--- src/rtl/mtss_pkg.sv ---
// ----------------------------------------------------------------------------
// mtss_pkg
// Shared types, field layout, register indexes and the sine table builder.
// ----------------------------------------------------------------------------
package mtss_pkg;

  localparam int SAMPLE_W = 24;
  localparam int TONE_W   = 16;
  localparam int SUM_W    = 18;
  localparam int SETUP_W  = 64;
  localparam int CNT_W    = 3;

  // Setup register layout
  localparam int AMP_LSB = 48;
  localparam int OFF_LSB = 32;
  localparam int OFF_W   = 16;
  localparam int INC_W   = 32;

  // Register indexes
  localparam int REG_TONE_COUNT = 0;
  localparam int REG_TONE_BASE  = 1;

  localparam logic signed [SUM_W-1:0] SUM_MAX = {1'b0, {(SUM_W-1){1'b1}}};
  localparam logic signed [SUM_W-1:0] SUM_MIN = {1'b1, {(SUM_W-1){1'b0}}};

  typedef logic signed [TONE_W-1:0] tone_val_t;
  typedef logic signed [SUM_W-1:0]  sum_t;

  // Sine generation constants, Q2.30
  localparam logic [63:0] HALF_PI_Q30 = 64'd1686629713;
  localparam logic [63:0] ONE_Q30     = 64'd1 << 30;
  localparam logic [63:0] TAYLOR_DIV [8] = '{64'd6, 64'd20, 64'd42, 64'd72,
                                             64'd110, 64'd156, 64'd210, 64'd272};

  // One quarter-wave entry in Q1.15: sine at the middle of bin k, Taylor
  // series to the x^17 term with every product and quotient truncated.
  function automatic logic [15:0] sine_entry(input int unsigned k,
                                             input int unsigned bits);
    logic [63:0] x;
    logic [63:0] term;
    logic [63:0] acc;
    logic [63:0] scaled;
    x    = ((64'(k) * 64'd2 + 64'd1) * HALF_PI_Q30) >> (bits + 1);
    term = x;
    acc  = x;
    for (int j = 0; j < 8; j++) begin
      term = (term * x) >> 30;
      term = (term * x) >> 30;
      term = term / TAYLOR_DIV[j];
      if (j % 2 == 0) begin
        acc = (acc >= term) ? acc - term : 64'd0;
      end else begin
        acc = acc + term;
      end
    end
    if (acc > ONE_Q30) begin
      acc = ONE_Q30;
    end
    scaled = (acc * 64'd32767 + (64'd1 << 29)) >> 30;
    return scaled[15:0];
  endfunction

endpackage

--- src/rtl/mtss_out.sv ---
// ----------------------------------------------------------------------------
// mtss_out
// Sum and saturate the tone samples, pack them, hold them in a two-item buffer.
// ----------------------------------------------------------------------------
module mtss_out
  import mtss_pkg::*;
#(
  parameter int NUM_TONES = 4,
  parameter int DATA_W    = 88
) (
  input  logic              clk,
  input  logic              rst,
  input  logic              push,
  input  tone_val_t         tones [NUM_TONES],
  output logic              full,
  output logic              m_tvalid,
  input  logic              m_tready,
  output logic [DATA_W-1:0] m_tdata
);

  localparam int ACC_W = TONE_W + 4;

  logic signed [ACC_W-1:0] acc;
  sum_t                    sum;
  logic [DATA_W-1:0]       packed_data;
  logic [DATA_W-1:0]       store [2];
  logic                    wr_ptr;
  logic                    rd_ptr;
  logic [1:0]              count;
  logic                    pop;

  always_comb begin
    acc = '0;
    for (int i = 0; i < NUM_TONES; i++) begin
      acc = acc + ACC_W'(tones[i]);
    end
    if (acc > ACC_W'(SUM_MAX)) begin
      sum = SUM_MAX;
    end else if (acc < ACC_W'(SUM_MIN)) begin
      sum = SUM_MIN;
    end else begin
      sum = acc[SUM_W-1:0];
    end
  end

  always_comb begin
    packed_data = '0;
    for (int i = 0; i < NUM_TONES; i++) begin
      packed_data[i*TONE_W +: TONE_W] = tones[i];
    end
    packed_data[NUM_TONES*TONE_W +: SUM_W] = sum;
  end

  assign m_tvalid = (count != 2'd0);
  assign full     = (count == 2'd2);
  assign pop      = m_tvalid & m_tready;
  assign m_tdata  = store[rd_ptr];

  always_ff @(posedge clk) begin
    if (push) begin
      store[wr_ptr] <= packed_data;
    end
  end

  always_ff @(posedge clk) begin
    if (rst) begin
      wr_ptr <= 1'b0;
      rd_ptr <= 1'b0;
      count  <= 2'd0;
    end else begin
      if (push) begin
        wr_ptr <= ~wr_ptr;
      end
      if (pop) begin
        rd_ptr <= ~rd_ptr;
      end
      case ({push, pop})
        2'b10:   count <= count + 2'd1;
        2'b01:   count <= count - 2'd1;
        default: count <= count;
      endcase
    end
  end

endmodule

--- config.mk ---
export PLATFORM = sky130hd
export DESIGN_NAME = mtss_out
export DESIGN_NICKNAME = d
export VERILOG_FILES = /design/src/rtl/mtss_pkg.sv /design/src/rtl/mtss_out.sv
export SDC_FILE = /design/constraint.sdc
export NUM_CORES = 1
export LEC_CHECK = 0
export ABC_AREA = 1
export BUFFER_PORTS_ARGS = -buffer_cell sky130_fd_sc_hd__buf_2
export CORE_MARGIN = 10
export CORE_UTILIZATION = 40
export CTS_CLUSTER_SIZE = 12
export DETAILED_ROUTE_END_ITERATION = 7
export SLEW_MARGIN = 20
export SYNTH_ARGS = -nofsm -noshare
export SYNTH_HDL_FRONTEND = slang
export SYNTH_SLANG_ARGS = --single-unit
export TNS_END_PERCENT = 100
--- constraint.sdc ---
create_clock -name clk -period 12.3 [get_ports clk]
set_input_delay 2.46 -clock clk [delete_from_list [all_inputs] [get_ports clk]]
set_output_delay 2.46 -clock clk [all_outputs]
set_load 0.05 [all_outputs]
# After elaboration in Yosys (flattened, before gate mapping)
# Memories as Yosys holds them, arrays and structs flattened. A register that Yosys moved wholly into a read port is not among the register bits.
# Cells that the tools add are included.
totals:
  rom_bits: 0
  out_inout_bits: 90
  mem_count: 1
  mem_bits_rw: 164
  wordCells: 26
  in_bits: 68
  reg_bits: 4
  latchBits: 0
memory_table:
  columns: ["memory", "words", "width", "read_ports", "rd_ports_with_merged_regs", "write_ports", "line", "source"]
  rows:
  - ["store", 2, 82, 1, 1, 1, "mtss_out.sv:26", "logic [DATA_W-1:0] store [2];"]
op_classes:
  magnitude_cmp: 2
  mux: 7
  shift: 0
  eq_ne: 3
  multipliers: 0
  n_reduce_logical: 2
  addsub: 5
  bitwise: 3
  div: 0
ops:
  columns: ["op", "n"]
  rows:
  - ["two-way mux 18 bit", 2]
  - ["adder 18 x 16 -> 19 bit", 1]
  - ["> comparator 19 x 18 -> 1 bit, second input constant", 1]
  - ["less-than comparator 19 x 18 -> 1 bit, second input constant", 1]
  - ["adder 17 x 16 -> 18 bit", 1]
  - ["adder 16 x 16 -> 17 bit", 1]
  - ["== test 2 bit, second input constant", 2]
  - ["two-way mux 1 bit", 4]
  - ["case mux 2 bit (2 select lines)", 1]
  - ["nonzero test 2 bit", 2]
  - ["adder 2 x 1 -> 2 bit, second input constant", 1]
  - ["== test 2 x 1 -> 1 bit, second input constant", 1]
  - ["inverter 1 bit", 2]
  - ["subtractor 2 x 1 -> 2 bit, second input constant", 1]
  - ["bitwise AND 1 bit", 1]

# Logic depth before layout (Yosys ltp)
# Gate-level depths: netlist (run 1).
depth:
  depth_word: 6
  mapped_depth: 19
  mapped_depth_nobuf: 18

# Worst setup path before layout (run 1)
# No wires, ideal clock.
synth_timing:
  kind: "input port to flip-flop"
  start: "input push"
  end: "memory store[0][0] (netlist bit), enable pin"
  path_buffers: 0
  setup_slack_ps: 5819
  setup_time_ps: 525
  t_required_ps: 11775
  path_stages: 2
  arrival_ps: 5956
  cell_sequence: "inv_1 nor2_1"
synth_via:
  elab_chain_len: 2
synth_rtl:
  columns: ["element", "line", "source"]
  rows:
  - ["from (decl)", "mtss_out.sv:13", "input logic push,"]
  - ["two-way mux 1 bit", "mtss_out.sv:60", "if (push) begin"]
  - ["two-way mux 1 bit (implied by the code)", "mtss_out.sv:61", "store[wr_ptr] <= packed_data;"]
  - ["to (decl)", "mtss_out.sv:26", null]
# Every way passes these cells.

# Final worst setup path (run 1)
layout_timing:
  start: "input tones[1] (netlist bit)"
  end: "memory store[0][79] (netlist bit), data pin"
layout_via:
  elab_chain_len: 4
  word_cells_on_any_way: 5
  classes_between: "add/sub: 1; order compare: 2; mux: 2"
layout_rtl:
  columns: ["element", "line", "source"]
  rows:
  - ["from (decl)", "mtss_out.sv:14", "input tone_val_t tones [NUM_TONES],"]
  - ["adder 18 x 16 -> 19 bit *", "mtss_out.sv:35", "acc = acc + ACC_W'(tones[i]);"]
  - ["less-than comparator 19 x 18 -> 1 bit", "mtss_out.sv:39", "end else if (acc < ACC_W'(SUM_MIN)) begin"]
  - ["two-way mux 18 bit", "mtss_out.sv:39", null]
  - ["two-way mux 18 bit *", "mtss_out.sv:37", "if (acc > ACC_W'(SUM_MAX)) begin"]
  - ["named net sum[15]", "mtss_out.sv:24", "sum_t sum;"]
# Mark *: on every way through the listed nets, which the timed path passes. The rest lies on a longest branch.

==> flow_summary.yaml, run 1 <==
status:
  status: "complete, no violations"
clock_network:
  cts_buffers: 17
  clkLatencyLatePin_ns: 0.42
  holdBufCountCts: 0
  ctsResizeCount: 0
  cts_tree: "done"
  cts_htree_levels: 4
  clkTransAtPathRegs_ns: 0.06
  postCtsSetupBuffers: 0
  cts.sinks: 169
  ctsRootBufferMaster: "clkbuf_16"
  clk_path_buf_depth: 2
grt:
  grt_use_total: 0.1336
  grt_pass1_vias: 5381
  grt-ovfl-total: 0
  grt_util_met3: 0.04581
  grt_use_met1: 0.1539
  antenna_found_initial: 1
  use_met2: 0.2335
  grt_max_degree: 47
  busiest_layer: "met2"
  grt_first_pass_wirelength_mm: 27.90
logic_synthesis:
  synth_area_mm2: 0.008288
  syn_inst: 631
  ys_seq_elements: 169
  async_reset_ff_frac: 0
  ys_types: 32
  seq_area_frac_synth: 0.6063
  syn_avg_cell_area_um2: 13.13
  synthFlopType: "edfxtp_1"
  ys_warn_count: 0
  synth_edf_count: 164
sta:
  maxSlewViolCount: 0
  finalWorstPathRequiredPeriod_ns: 5.233
  slew_headroom: 0.5300
  fin_crit_sh: 0.4254
  setup_tns_ns: 0
  hold_violations: 0
  max_freq_mhz: 191.1
  finalSetupViolCount: 0
  tightest_slew_ns: 0.7041
  rsz0062_at_grt: "false"
  skew_ns: 0.006025
die:
  rows: 52
  die_w_um: 163.9
  dieArea_mm2: 0.02688
  die_y_um: 163.9
  io_pins: 158
  start_util: 0.4083
  design.core.area_mm2: 0.02030
drt:
  vias_per_cell: 4.555
  drc_errors: 0
  drt-initial-drc-count: 240
  postRouteAntennaNets: 0
  wl_per_cell_um: 16.20
  wl_mm: 17.42
  dr.pass1.iters: 4
  via_count: 4897
placed_design:
  place_congestion: 0.7912
  io_buffers: 151
  placedCellCount: 1043
  dp_hpwl_mm: 12.54
worst_setup_path:
  setup.worst_path.class: "primary input to flip-flop"
  end_kind: "flip-flop"
  worst-path-max-fanout: 17
  rr_worst_depth: 3
  start_kind: "primary input"
  critPathArrivalTime_ns: 5.39
  required_ns: 12.45
pwr:
  p_leak_nw: 4.361
  power.share.switching: 0.3619
  p_int_w: 0.001315
  power_density_mw_per_mm2: 206.4
  seqPwrFrac: 0.369
  pwr-share-comb: 0.352
  switching_power_w: 0.0007456
  power.share.clock: 0.280
  peakVddDrop_v: 0.0001015
  total_power_w: 0.002060
final_layout:
  area_delta_synth_final_pct: 20.47
  diodes: 0
  nets: 913
  drive_gt1_frac: 0.3516
  final_cells: 1075
hold_path:
  hp-class: "flip-flop to flip-flop"
  holdPathStages: 2
run:
  cap_violations: 0
## metrics by stage
step                hold WS, ns  setup WS (ns)  cell area [um^2]    util
finish                   0.4954          7.067              9985  0.4919
global route             0.5298          6.851              9985  0.4919
CTS                      0.4953          7.092              9957  0.4905
detailed placement       0.4860          6.673              9328  0.4595
global placement         0.4708          6.699              9328  0.4595
floorplan                0.4544          5.819              8307       -
## final cells by class
cell class              count  area, um^2
flip-flops and latches    169        5029
inverters                 122       459.2
repair buffers            155       805.8
well taps                 270       337.8
fillers                  1825       10310
multi-input cells         328        2724
clock buffers              18       429.2
clock inverters            13       200.2
## layout by cell type, fill, tap and decap left out, types with 9 or more instances in the layout
| master | count |
|---|---|
| nor2_1 | 17 |
| nand3_1 | 14 |
| fa_1 | 33 |
| clkbuf_16 | 17 |
| xor2_1 | 9 |
| inv_1 | 119 |
| mux2_2 | 82 |
| buf_2 | 151 |
| nand2_1 | 106 |
| ha_1 | 19 |
| a21oi_1 | 14 |
| edfxtp_1 | 164 |
## worst max-delay path, stage by stage
cell and delay, ns:
buf_2 0.10, inv_1 0.05, fa_1 0.53, inv_1 0.05
fa_1 0.46, ha_1 0.28, fa_1 0.41, nand2_1 0.08
nand2_1 0.07, nand3_1 0.10, nand2_2 0.08, nand2_1 0.10
nand2_1 0.06, nand2_1 0.07, nand2_2 0.06, nand3_2 0.28
nand2_1 0.14
## flip-flops by register name (all words and copies together), names as in the netlist, named ones only
signal / cells
store: 164
count: 2
rd_ptr: 1
wr_ptr: 1
## cells by family (layout without fill, tap and decap cells)
family / count (synthesis) / count (layout) / share of synthesized area
other cells: 1 / 6 / 0.0004525
mux: 82 / 82 / 0.1114
xor+xnor: 10 / 10 / 0.01057
compound gates: 16 / 16 / 0.01027
buf+inv: 139 / 308 / 0.06824
flops: 169 / 169 / 0.6063
fa+ha+maj: 52 / 52 / 0.1084
simple gates: 162 / 162 / 0.08439
## cells in the mapped netlist (2+ instances only)
| cell type | instances | area share |
|---|---|---|
| dfxtp_1 | 5 | 0.012 |
| and2_1 | 3 | 0.0023 |
| nand3_2 | 2 | 0.0024 |
| nand3_1 | 14 | 0.0085 |
| buf_4 | 7 | 0.0063 |
| nor2_1 | 18 | 0.0082 |
| mux2_2 | 82 | 0.11 |
| edfxtp_1 | 164 | 0.59 |
| buf_2 | 8 | 0.0048 |
| xor2_1 | 9 | 0.0095 |
| ha_1 | 19 | 0.029 |
| nand2_2 | 7 | 0.0053 |
| nand2_1 | 106 | 0.048 |
| fa_1 | 33 | 0.080 |
| nor3_1 | 4 | 0.0024 |
| inv_1 | 120 | 0.054 |
| a21oi_1 | 14 | 0.0085 |
| nor2_2 | 2 | 0.0015 |
## layer usage
layer	vias up	share of wire	routed length (um)
met3	13	0.065	1133
met5	-	0.00075	13
met2	140	0.50	8700
met4	2	0.0086	150
li1	2410	-	-
met1	2332	0.43	7418
## power by group through the flow
stage / registers (W) / logic [W] / clock network, W
after global placement: 0.000771 / 0.000724 / 0
after CTS: 0.000761 / 0.000736 / 0.000590
final: 0.000759 / 0.000724 / 0.000577
after global routing: 0.000767 / 0.000802 / 0.000615
after floorplan: 0.000763 / 0.000578 / 0
after detailed placement: 0.000773 / 0.000732 / 0
## final timing paths
kind	slack, ns	start	end
worst max-delay path	7.07	tones[1]	store[0][79]
worst min-delay path	0.50	rd_ptr	flip-flop
worst max register to register	10.26	wr_ptr	store[1][76]
worst min register to register	0.50	rd_ptr	flip-flop
No activity file was read; power rests on OpenSTA's default activity.
==> run 2: changes to the inputs <==
--- a/config.mk
+++ b/config.mk
@@ -5,7 +5,7 @@
 export SDC_FILE = /design/constraint.sdc
 export NUM_CORES = 1
 export LEC_CHECK = 0
-export ABC_AREA = 1
+export ABC_AREA = 0
 export BUFFER_PORTS_ARGS = -buffer_cell sky130_fd_sc_hd__buf_2
 export CORE_MARGIN = 10
 export CORE_UTILIZATION = 40
==> constraint.sdc (replaced) <==
create_clock -name clk -period 5.1 [get_ports clk]
set_input_delay 1.02 -clock clk [delete_from_list [all_inputs] [get_ports clk]]
set_output_delay 1.02 -clock clk [all_outputs]
set_load 0.05 [all_outputs]
==> flow_summary.yaml, run 2 <==
logic_synthesis:
  ys_seq_elements: 169
  seq_area_frac_synth: 0.6123
  synth_top_area_share: 0.6001
  netlist_top_cells_area: "edfxtp_1, mux2_2, fa_1, inv_1, ha_1"
  synth_edf_count: 164
  yosysMostFrequentCell: "edfxtp_1"
  ys_types: 51
  syn_avg_cell_area_um2: 14.98
  synth_top_family_by_area: "adder cells"
  synth_mux_area_frac: 0.1125
  synth_compound_area_frac: 0.05763
  synth_fa_ha_area_frac: 0.1131
  synth_area_mm2: 0.008207
  ys_warn_count: 0
  async_reset_ff_frac: 0
  synth-xor-area-share: 0.01921
  synthFlopType: "edfxtp_1"
  yosys.area.top_type: "edfxtp_1"
  synthSimpleGateAreaFrac: 0.02470
  syn_inst: 548
  synth_commonest_cells: "edfxtp_1, inv_1, mux2_2, fa_1, a21oi_1"
final_layout:
  area_delta_synth_final_pct: 20.67
  largest_register_ffs: 164
  diodes: 0
  layout_common_cells: "edfxtp_1, buf_2, inv_1"
  layout_commonest_cell: "edfxtp_1"
  top_register: "store"
  nets: 824
  top_regs: "store x164, count x2"
  drive_gt1_frac: 0.3905
  fill_cells: 1781
placed_design:
  io_buffers: 151
  dp_hpwl_mm: 12.20
  place_congestion: 0.7688
  dp_slack_ns: 0.3990
pwr:
  total_power_w: 0.005689
  seqPwrFrac: 0.335
  power.share.clock: 0.243
  p_leak_nw: 3.999
  power_density_mw_per_mm2: 574.5
  power.share.switching: 0.3932
  pwr-share-comb: 0.421
  p_int_w: 0.003452
  peakVddDrop_v: 0.0002490
  switching_power_w: 0.002237
worst_setup_path:
  setup.worst_path.class: "primary input to flip-flop"
  slowest_delay_ns: 0.53
  required_ns: 5.35
  worst-path-max-fanout: 14
  r2r_slack_ns: 3.39
  reg2reg_from: "count[0]"
  cpMostUsedCell: "fa_1"
  end_kind: "flip-flop"
  slowest_stage: "fa_1"
  start_kind: "primary input"
  rr_endpoint: "count[1]"
  crit_end: "store[1][70]"
  path_cells: "buf_2, inv_1, fa_1, inv_1, fa_1, ha_1, fa_1, a211oi_2, o21ai_4, o211ai_4, a2bb2oi_4, nand3_2, a21oi_1"
  critPathArrivalTime_ns: 4.49
  crit_path_start: "tones[1]"
  rr_worst_depth: 5
grt:
  antenna_found_initial: 1
  grt-ovfl-total: 0
  grt_max_degree: 83
  grt_first_pass_wirelength_mm: 27.03
  busiest_layer: "met2"
  grt_use_total: 0.1296
  grt_pass1_vias: 5239
  use_met2: 0.2252
  grt_use_met1: 0.1460
  grt_util_met3: 0.04682
drt:
  wl_per_cell_um: 17.21
  drt-initial-drc-count: 193
  via_count: 4714
  drc_errors: 0
  postRouteAntennaNets: 0
  wl_mm: 16.99
  vias_per_cell: 4.776
  dr.pass1.iters: 4
clock_network:
  ctsRootBufferMaster: "clkbuf_16"
  cts_htree_levels: 4
  clkTransAtPathRegs_ns: 0.06
  clkLatencyLatePin_ns: 0.42
  holdBufCountCts: 0
  cts.sinks: 169
  cts_tree: "done"
  postCtsSetupBuffers: 0
  clk_path_buf_depth: 2
  ctsResizeCount: 0
  cts_buffers: 17
status:
  status: "complete, no violations"
sta:
  finalWorstPathRequiredPeriod_ns: 4.241
  skew_ns: 0.006382
  hold_violations: 0
  fin_crit_sh: 0.8316
  whs_ns: 0.5079
  fin_ws_ns: 0.8588
  slew_headroom: 0.4460
  setup_tns_ns: 0
  max_freq_mhz: 235.8
  tightest_slew_ns: 0.8310
  finalSetupViolCount: 0
  rsz0062_at_grt: "false"
  maxSlewViolCount: 0
die:
  design.core.area_mm2: 0.02023
  io_pins: 158
  start_util: 0.4056
  rows: 52
  die_w_um: 163.2
  dieArea_mm2: 0.02665
  die_y_um: 163.2
hold_path:
  hp-class: "flip-flop to flip-flop"
run:
  cap_violations: 0
## run 2: changes by cell type in the layout (fill, tap and decap cells not counted), moves of 3 or more
cell	delta
xor2_1	-3
nor2_1	-10
o21ai_0	+6
o211ai_1	+4
xnor2_1	+11
buf_4	-3
inv_1	-22
a21oi_1	+17
nand2_2	-7
nand3_1	-13
nand2_1	-93
maj3_1	+3
## run 2: cells by family after synthesis
kind of cell,after synthesis
fa+ha+maj,55
flops,169
simple gates,41
buf+inv,119
xor+xnor,18
mux,82
other cells,1
compound gates,63
## run 2: layout make-up
cell class,count,area (um^2),share of cell area
inverter,97,364.1,0.03677
clock buffer,19,432.9,0.04371
timing repair buffer,154,822.0,0.08301
sequential,169,5029,0.5078
multi-input combinational,265,2718,0.2744
clock inverter,13,200.2,0.02021
tap,270,337.8,0.03411
## run 2: per-layer routing
layer / up-vias / part of all wire
met5: - / 0.00041
met4: 2 / 0.0099
met3: 13 / 0.082
met2: 143 / 0.51
met1: 2331 / 0.40
li1: 2225 / -
## run 2: how the worst min path moves through the flow
stage / slack, ns / cells after the start / to / startpoint
floorplan: 0.46 / 2 / count[1] / count[1]
global placement: 0.47 / 2 / count[1] / count[1]
detailed placement: 0.50 / 2 / count[1] / count[1]
CTS: 0.51 / 2 / count[1] / count[1]
global route: 0.55 / 2 / flip-flop / rd_ptr
finish: 0.51 / 2 / count[1] / count[1]
## run 2: critical path, delay by kind of cell
family | cells | cell delay, ns
compound gates | 5 | 1.27
fa+ha+maj | 4 | 1.68
buf+inv | 3 | 0.21
simple gates | 1 | 0.30
## run 2: power by group through the flow
stage          clock network [W]  logic (W)  registers, W
2_1_floorplan                  0    0.00198       0.00188
3_3_place_gp                   0    0.00233       0.00198
3_5_place_dp                   0    0.00236       0.00199
4_1_cts                  0.00142    0.00237       0.00196
5_1_grt                  0.00149    0.00259       0.00193
6_report                 0.00138    0.00240       0.00191
## run 2: per-stage QoR
stage               instance area (um^2)    util  cells
floorplan                           8225       -    553
CTS                                 9872  0.4879    986
detailed placement                  9239  0.4566    954
global placement                    9211  0.4552    953
global route                        9903  0.4894    987
finish                              9903  0.4894    987
==> run 3: changes to the inputs <==
==> constraint.sdc (replaced) <==
create_clock -name clk -period 3.7 [get_ports clk]
set_input_delay 0.74 -clock clk [delete_from_list [all_inputs] [get_ports clk]]
set_output_delay 0.74 -clock clk [all_outputs]
set_load 0.05 [all_outputs]
==> flow_summary.yaml, run 3 (synthesized netlist as in run 2, its figures left out) <==
grt:
  grt_first_pass_wirelength_mm: 28.45
  grt_use_total: 0.1365
  grt_max_degree: 83
  grt-ovfl-total: 0
  grt_pass1_vias: 5550
  antenna_found_initial: 0
placed_design:
  place_congestion: 0.8423
  dp_hpwl_mm: 13.04
  placed_cell_area_mm2: 0.009910
  io_buffers: 151
clock_network:
  clk_path_buf_depth: 2
  cts_htree_levels: 4
  cts_tree: "done"
  ctsRootBufferMaster: "clkbuf_16"
  cts_buffers: 17
  clkTransAtPathRegs_ns: 0.06
  cts.sinks: 169
  holdBufCountCts: 0
  clkLatencyLatePin_ns: 0.42
sta:
  finalWorstPathRequiredPeriod_ns: 3.632
  whs_ns: 0.5097
  finalSetupViolCount: 0
  setup_tns_ns: 0
  slew_headroom: 0.5818
  rsz0062_at_grt: "false"
  hold_violations: 0
  skew_ns: 0.004473
  maxSlewViolCount: 0
  max_freq_mhz: 275.3
  tightest_slew_ns: 0.6273
  fin_crit_sh: 0.9817
final_layout:
  fill_cells: 1748
  top_regs: "store x164, count x2"
  ff_latch_area_mm2: 0.005029
  area_delta_synth_final_pct: 30.52
  layout_common_cells: "edfxtp_1, buf_2, inv_1"
  largest_register_ffs: 164
  drive_gt1_frac: 0.4932
  layout_commonest_cell: "edfxtp_1"
  finish.utilization: 0.5294
  multi_input_area_mm2: 0.002834
  finalInstanceArea_mm2: 0.01071
  diodes: 0
  nets: 910
  top_register: "store"
hold_path:
  min_from: "count[1]"
  hp-class: "flip-flop to flip-flop"
die:
  dieArea_mm2: 0.02665
  start_util: 0.4056
  design.core.area_mm2: 0.02023
  die_w_um: 163.2
  rows: 52
  die_y_um: 163.2
  io_pins: 158
worst_setup_path:
  start_kind: "primary input"
  slowest_delay_ns: 0.54
  reg2reg_from: "count[0]"
  crit_buf_inv: 5
  critPathArrivalTime_ns: 3.80
  path_cells: "buf_8, inv_8, fa_1, inv_2, fa_1, ha_4, fa_2, a211oi_4, o21ai_4, o211ai_4, a211oi_4, buf_4, nand3_4, clkbuf_16, a21oi_2"
  setup.worst_path.class: "primary input to flip-flop"
  end_kind: "flip-flop"
  worst-path-max-fanout: 7
  required_ns: 3.87
  slowest_stage: "fa_1"
  crit_family: "adder cells"
  crit_path_start: "tones[1]"
drt:
  vias_per_cell: 4.668
  postRouteAntennaNets: 0
  via_count: 5009
  wl_mm: 17.96
  dr.pass1.iters: 4
  wl_per_cell_um: 16.74
  drt-initial-drc-count: 262
  drc_errors: 0
pwr:
  p_leak_nw: 4.450
  power_density_mw_per_mm2: 796.1
  total_power_w: 0.008528
  peakVddDrop_v: 0.0003705
status:
  status: "complete, no violations"
run:
  cap_violations: 0
-- run 3: metal layers --
metal	wire, um	part of all wire	global-route usage
met2	8865	0.49	0.2313
met1	7767	0.43	0.1639
met5	0	0	0
met4	274	0.015	0.04549
met3	1053	0.059	0.03826
-- run 3: final timing paths --
| check | endpoint | slack, ns | cells past startpoint |
|---|---|---|---|
| worst min-delay path | count[1] | 0.51 | 2 |
| worst max register to register | count[1] | 1.95 | 5 |
| worst max-delay path | store[1][80] | 0.07 | 15 |
| worst min register to register | count[1] | 0.51 | 2 |
-- run 3: final cells by class --
type / count / area share
sequential: 169 / 0.4695
multi-input combinational: 265 / 0.2646
timing repair buffer: 240 / 0.1403
clock buffer: 17 / 0.03972
inverter: 97 / 0.03469
tap: 270 / 0.03154
clock inverter: 15 / 0.01974
-- run 3: report_power, final --
part           switching [W]  total, W  internal [W]  leakage, nW
Sequential          0.000119   0.00262       0.00250         1.58
Clock               0.000752   0.00190       0.00115        0.311
Combinational        0.00251   0.00401       0.00149         2.56
Total                0.00339   0.00853       0.00514         4.45
-- run 3: repair_timing --
action,CTS,global route
setup buffers,3,1
gates resized for setup,2,21
setup endpoints to repair,32,34
gates cloned,0,1
pin swaps,2,12
-- run 3: stage by stage --
stage               std cells  setup WS, ns
floorplan                 553       -0.1432
finish                   1073       0.06779
detailed placement       1035       -0.5266
global placement         1035       -0.4738
global route             1073      0.009675
CTS                      1070       0.01950
-- run 3: worst register-to-register path, stage by stage (launching register included) --
cell and delay (ns):
dfxtp_1 0.34, or2_2 0.29, and2_1 0.19, ha_1 0.33, or3_1 0.37, a21oi_1 0.15
